`config.mk`:
```
export PLATFORM = sky130hd
export DESIGN_NAME = ctsc_ctrl
export DESIGN_NICKNAME = d
export VERILOG_FILES = /design/src/sv/ctsc_pkg.sv /design/src/sv/ctsc_ctrl.sv
export SDC_FILE = /design/constraint.sdc
export NUM_CORES = 1
export LEC_CHECK = 0
export BUFFER_PORTS_ARGS = -buffer_cell sky130_fd_sc_hd__buf_2
export CORE_AREA = 2 2 39 41
export DETAILED_ROUTE_END_ITERATION = 16
export DIE_AREA = 0 0 41 43
export PLACE_DENSITY = 0.34
export SYNTH_ARGS = -nofsm -noshare
export SYNTH_HDL_FRONTEND = slang
export SYNTH_SLANG_ARGS = --single-unit
```
`constraint.sdc`:
```
create_clock -name clk -period 1.5 [get_ports clk]
set_clock_uncertainty 0.2 [all_clocks]
set_input_delay 0.3 -clock clk [delete_from_list [all_inputs] [get_ports clk]]
set_output_delay 0.3 -clock clk [all_outputs]
set_load 0.005 [all_outputs]
```
`src/sv/ctsc_pkg.sv`:
```
// shared types and constants for the two-step composition counter
package ctsc_pkg;

	localparam int LEN_W  = 16;
	localparam int WAY_W  = 30;
	localparam int SUM_W  = 32;
	localparam int MAX_LEN = 65535;
	localparam int DEPTH  = MAX_LEN + 1;
	localparam int ADDR_W = $clog2(DEPTH);

	localparam logic [WAY_W-1:0] PRIME_MOD = WAY_W'(1000000007);
	localparam logic [SUM_W-1:0] PRIME_2X  = SUM_W'(2000000014);

	// source of one block term at the summing stage
	localparam logic [1:0] TERM_NONE = 2'd0;
	localparam logic [1:0] TERM_BASE = 2'd1;
	localparam logic [1:0] TERM_MEM  = 2'd2;
	localparam logic [1:0] TERM_FWD  = 2'd3;

	// controller to datapath
	typedef struct packed {
		logic load;     // capture a new request word
		logic issue;    // walk one table entry
		logic load_out; // move the finished count to the output register
	} cmd_t;

	// datapath to controller
	typedef struct packed {
		logic last;     // entry zero is being issued
	} sts_t;

endpackage

```
`src/sv/ctsc_ctrl.sv`:
```
// controller state machine for the composition counter
module ctsc_ctrl (
	input  logic          clk,
	input  logic          arst_n,
	input  logic          in_valid,
	output logic          in_ready,
	output logic          out_valid,
	input  logic          out_ready,
	input  ctsc_pkg::sts_t sts,
	output ctsc_pkg::cmd_t cmd
);
	import ctsc_pkg::*;

	localparam logic [1:0] S_IDLE  = 2'd0;
	localparam logic [1:0] S_RUN   = 2'd1;
	localparam logic [1:0] S_DRAIN = 2'd2;
	localparam logic [1:0] S_OUT   = 2'd3;

	logic [1:0] state_q;
	logic [1:0] state_d;
	logic       out_valid_q;
	logic       out_free;

	assign out_free  = !out_valid_q || out_ready;
	assign in_ready  = (state_q == S_IDLE);
	assign out_valid = out_valid_q;

	// next state and commands
	always_comb begin
		state_d  = state_q;
		cmd      = '0;
		case (state_q)
			S_IDLE: begin
				if (in_valid) begin
					cmd.load = 1'b1;
					state_d  = S_RUN;
				end
			end
			S_RUN: begin
				cmd.issue = 1'b1;
				if (sts.last) begin
					state_d = S_DRAIN;
				end
			end
			S_DRAIN: begin
				state_d = S_OUT;
			end
			S_OUT: begin
				if (out_free) begin
					cmd.load_out = 1'b1;
					state_d      = S_IDLE;
				end
			end
			default: begin
				state_d = S_IDLE;
			end
		endcase
	end

	// state and output valid registers
	always_ff @(posedge clk or negedge arst_n) begin
		if (!arst_n) begin
			state_q     <= S_IDLE;
			out_valid_q <= 1'b0;
		end else begin
			state_q <= state_d;
			if (cmd.load_out) begin
				out_valid_q <= 1'b1;
			end else if (out_ready) begin
				out_valid_q <= 1'b0;
			end
		end
	end

	// checks
	a_last_drains: assert property (@(posedge clk) disable iff (!arst_n)
		(state_q == S_RUN && sts.last) |=> (state_q == S_DRAIN))
		else $error("walk did not drain after entry zero");
	a_no_overwrite: assert property (@(posedge clk) disable iff (!arst_n)
		cmd.load_out |-> (!out_valid_q || out_ready))
		else $error("output word overwritten before taken");
	a_accept_runs: assert property (@(posedge clk) disable iff (!arst_n)
		(in_valid && in_ready) |=> (state_q == S_RUN))
		else $error("accepted word did not start a walk");
	a_result_holds: assert property (@(posedge clk) disable iff (!arst_n)
		(out_valid && !out_ready) |=> out_valid)
		else $error("pending result lost");

endmodule

```
==> reports/qor.log <==
[global_routing] GRT Overall Usage 0.0563
[timing] Total Neg Setup Slack -365 ps
[clock_network] latest clock arrival within the worst-skew pair 220 ps
[clock_network] clock-pin slew on the worst setup and hold paths 30 ps
[detailed_routing] vias after detailed routing 209
[die] horizontal die dimension 41 um
[setup_path] crit-path max cell delay 390 ps
[yosys] count of cell types in the netlist 11
[clock_network] root cell of the clock tree sky130_fd_sc_hd__clkbuf_4
[yosys] number of synthesized register bits 3
[cells_and_area] register area 75.1 sq um
[timing] hold slack 190 ps
[die] Die Y 43 um
[yosys] Post-Syn Nets 29
[detailed_routing] DR iter-0 viols 0
[yosys] mean area per synthesized cell 11.6 sq um
[setup_path] CP delay by family, top flip-flops
[timing] peak clock frequency supported by timing 633 MHz
[detailed_routing] via-per-instance ratio 3.60
[power] Tot Pwr 944 uW
[detailed_routing] remaining antenna violation count 0
[timing] clock period minus worst slack 1580 ps
[die] Total Die Area 1760 sq um
[global_routing] largest net degree at the start of global routing 4
[cells_and_area] number of diodes added for antenna fixing 0
[timing] worst path setup slack after routing -80.2 ps
[cells_and_area] post-route cell area 439 sq um
[cells_and_area] fraction of final layout cells with drive strength greater than 1 0.762
[detailed_routing] number of remaining DRC errors 0
[detailed_routing] routed wirelength normalized by instance count 7.84 um
[clock_network] buffers from clock root to sink, at most 2
[timing] RSZ-0062 raised after global routing true
[setup_path] R2R Path Start state_q[0]
[detailed_routing] router iterations before antenna repair 1
[cells_and_area] count of nets after finishing 52
[setup_path] critical path startpoint category flop
[placed_design] Placed Cells 49
[yosys] register area share after synthesis 0.324
[timing] count of final setup violators 6
[setup_path] Max FO, Critical Path 3
[timing] actual slew at the worst max-slew pin 204 ps
[setup_path] worst path buffer plus inverter count 2
[placed_design] global placement routability congestion 0.618
[cells_and_area] fill cell count 154
[yosys] total of warnings raised by yosys 0
[setup_path] CP Data Required Time 1000 ps
[flow_run] number of max-cap violations 0
[worst_hold_path] hold_sp out_ready
[die] I/O pin count 10
[clock_network] TritonCTS Buffers 3
[cells_and_area] Finished Layout Cells 58
[run_status] result of the run finished with violations
[clock_network] clock tree from TritonCTS done
[setup_path] Critical Path Start state_q[0]
[setup_path] list of cells traversed by the critical path inv_2 > ha_4 > and2_4 > buf_6
[setup_path] Crit-path slowest cell sky130_fd_sc_hd__dfrtp_1
[yosys] post-synthesis instance total 20
[global_routing] gr ovfl total 0
[yosys] cell area after technology mapping 231 sq um
[power] ratio of total power to cell area 2150 nW/um^2
[global_routing] initial antenna violation count 0
[timing] final-report max-slew violation count 0
[power] cell leakage power 0.225 nW
[setup_path] category of the critical setup timing path flop to output port
[clock_network] Clock Sink Count 3
[cells_and_area] total area of multi-input combinational cells 171 sq um
[timing] fin crit share 1.05
[timing] relative max-transition margin 0.864
[cells_and_area] commonest non-fill, non-tap cells in the layout 7 x sky130_fd_sc_hd__buf_2, 7 x sky130_fd_sc_hd__buf_4
[placed_design] cell area after placement 329 sq um
[worst_hold_path] Min-Delay Path Class input pin to flop
[placed_design] Post-DP HPWL 362 um
[detailed_routing] post-detailed-routing wire length 455 um
[power] IR Drop Worst-Case VDD 0.435 mV
[global_routing] via count of the first global-routing pass 186
[clock_network] htree depth 1
[placed_design] number of port buffers 9
[global_routing] wire length of the first global-routing pass 641 um
[setup_path] Arr. time, crit path 1080 ps
[run_status] violations in the final reports negative setup slack
[cells_and_area] area growth from synthesis to layout 89.7%
[die] placeable core area 1380 sq um
[die] number of placement rows 14
[setup_path] Critical Path Sink Type output port
[timing] number of hold-slack violations in the final timing report 0
[die] initial core utilization 0.167
-- cells in the mapped netlist, drive strengths merged --
cell type | n | area [sq um]
and2 | 2 | 12.5
dfrtp | 3 | 75.1
ha | 4 | 50.1
inv | 4 | 15.0
mux2 | 1 | 15.0
mux2i | 1 | 10.0
nand2 | 1 | 3.75
nand2b | 2 | 20.0
nor2 | 1 | 3.75
o221ai | 1 | 26.3
-- layer usage --
layer	track usage	share of wire	up-vias
met5	0	0	-
met4	0.0400	0	0
met3	0.0314	0.040	0
met2	0.0813	0.55	4
met1	0.0581	0.42	98
li1	-	-	107
-- per-stage QoR --
stage          setup slack (ps)  utilization
2_1_floorplan             -4.05            -
3_5_place_dp              -56.1        0.238
4_1_cts                   -95.0        0.306
3_3_place_gp              -53.5        0.238
6_report                  -80.2        0.317
5_1_grt                    -128        0.317
-- layout make-up --
class	count	share of cell area
multi-input cells	13	0.390
repair buffers	18	0.299
flip-flops and latches	3	0.171
clock buffers	4	0.0598
well taps	16	0.0456
inverters	4	0.0342
-- timing repair --
action / CTS / global route
endpoints found under the setup margin: 6 / 6
hold buffers: 1 / 0
buffers inserted: 3 / 1
endpoints found under the hold margin: 3 / 0
gates resized for setup: 9 / 2
pin swaps: 2 / 1
-- sequential cells by signal (all words and copies together) (netlist names) --
| name | flops |
|---|---|
| out_valid | 1 |
| state_q | 2 |
-- report_power, final --
group          internal (mW)  switching, mW  leakage (nW)
Clock                 0.0993         0.0358        0.0150
Combinational          0.400          0.238         0.174
Sequential             0.126         0.0447        0.0358
-- tightest hold or removal path, cell delays in order --
cell and delay, ps:
sky130_fd_sc_hd__buf_2 80, sky130_fd_sc_hd__nand2b_4 130, sky130_fd_sc_hd__nand2_1 60
-- final timing paths --
path	end	slack (ps)	cells past startpoint
setup reg to reg	state_q[1]	-60	5
setup / recovery	cmd[2]	-80	4
min in group asynchronous	out_valid	200	2
max in group asynchronous	state_q[1]	800	2
hold reg to reg	out_valid	370	2
hold / removal	out_valid	190	3
-- kinds of logic after synthesis --
| logic type | after synthesis | synth area share |
|---|---|---|
| buffers and inverters | 4 | 0.0648 |
| AND/OR/NAND/NOR | 6 | 0.173 |
| AO/OA/AOI/OAI | 1 | 0.114 |
| flip-flops | 3 | 0.324 |
| adder cells (fa/ha/maj) | 4 | 0.216 |
| multiplexers | 2 | 0.108 |
(Power assumes the default switching activity.)
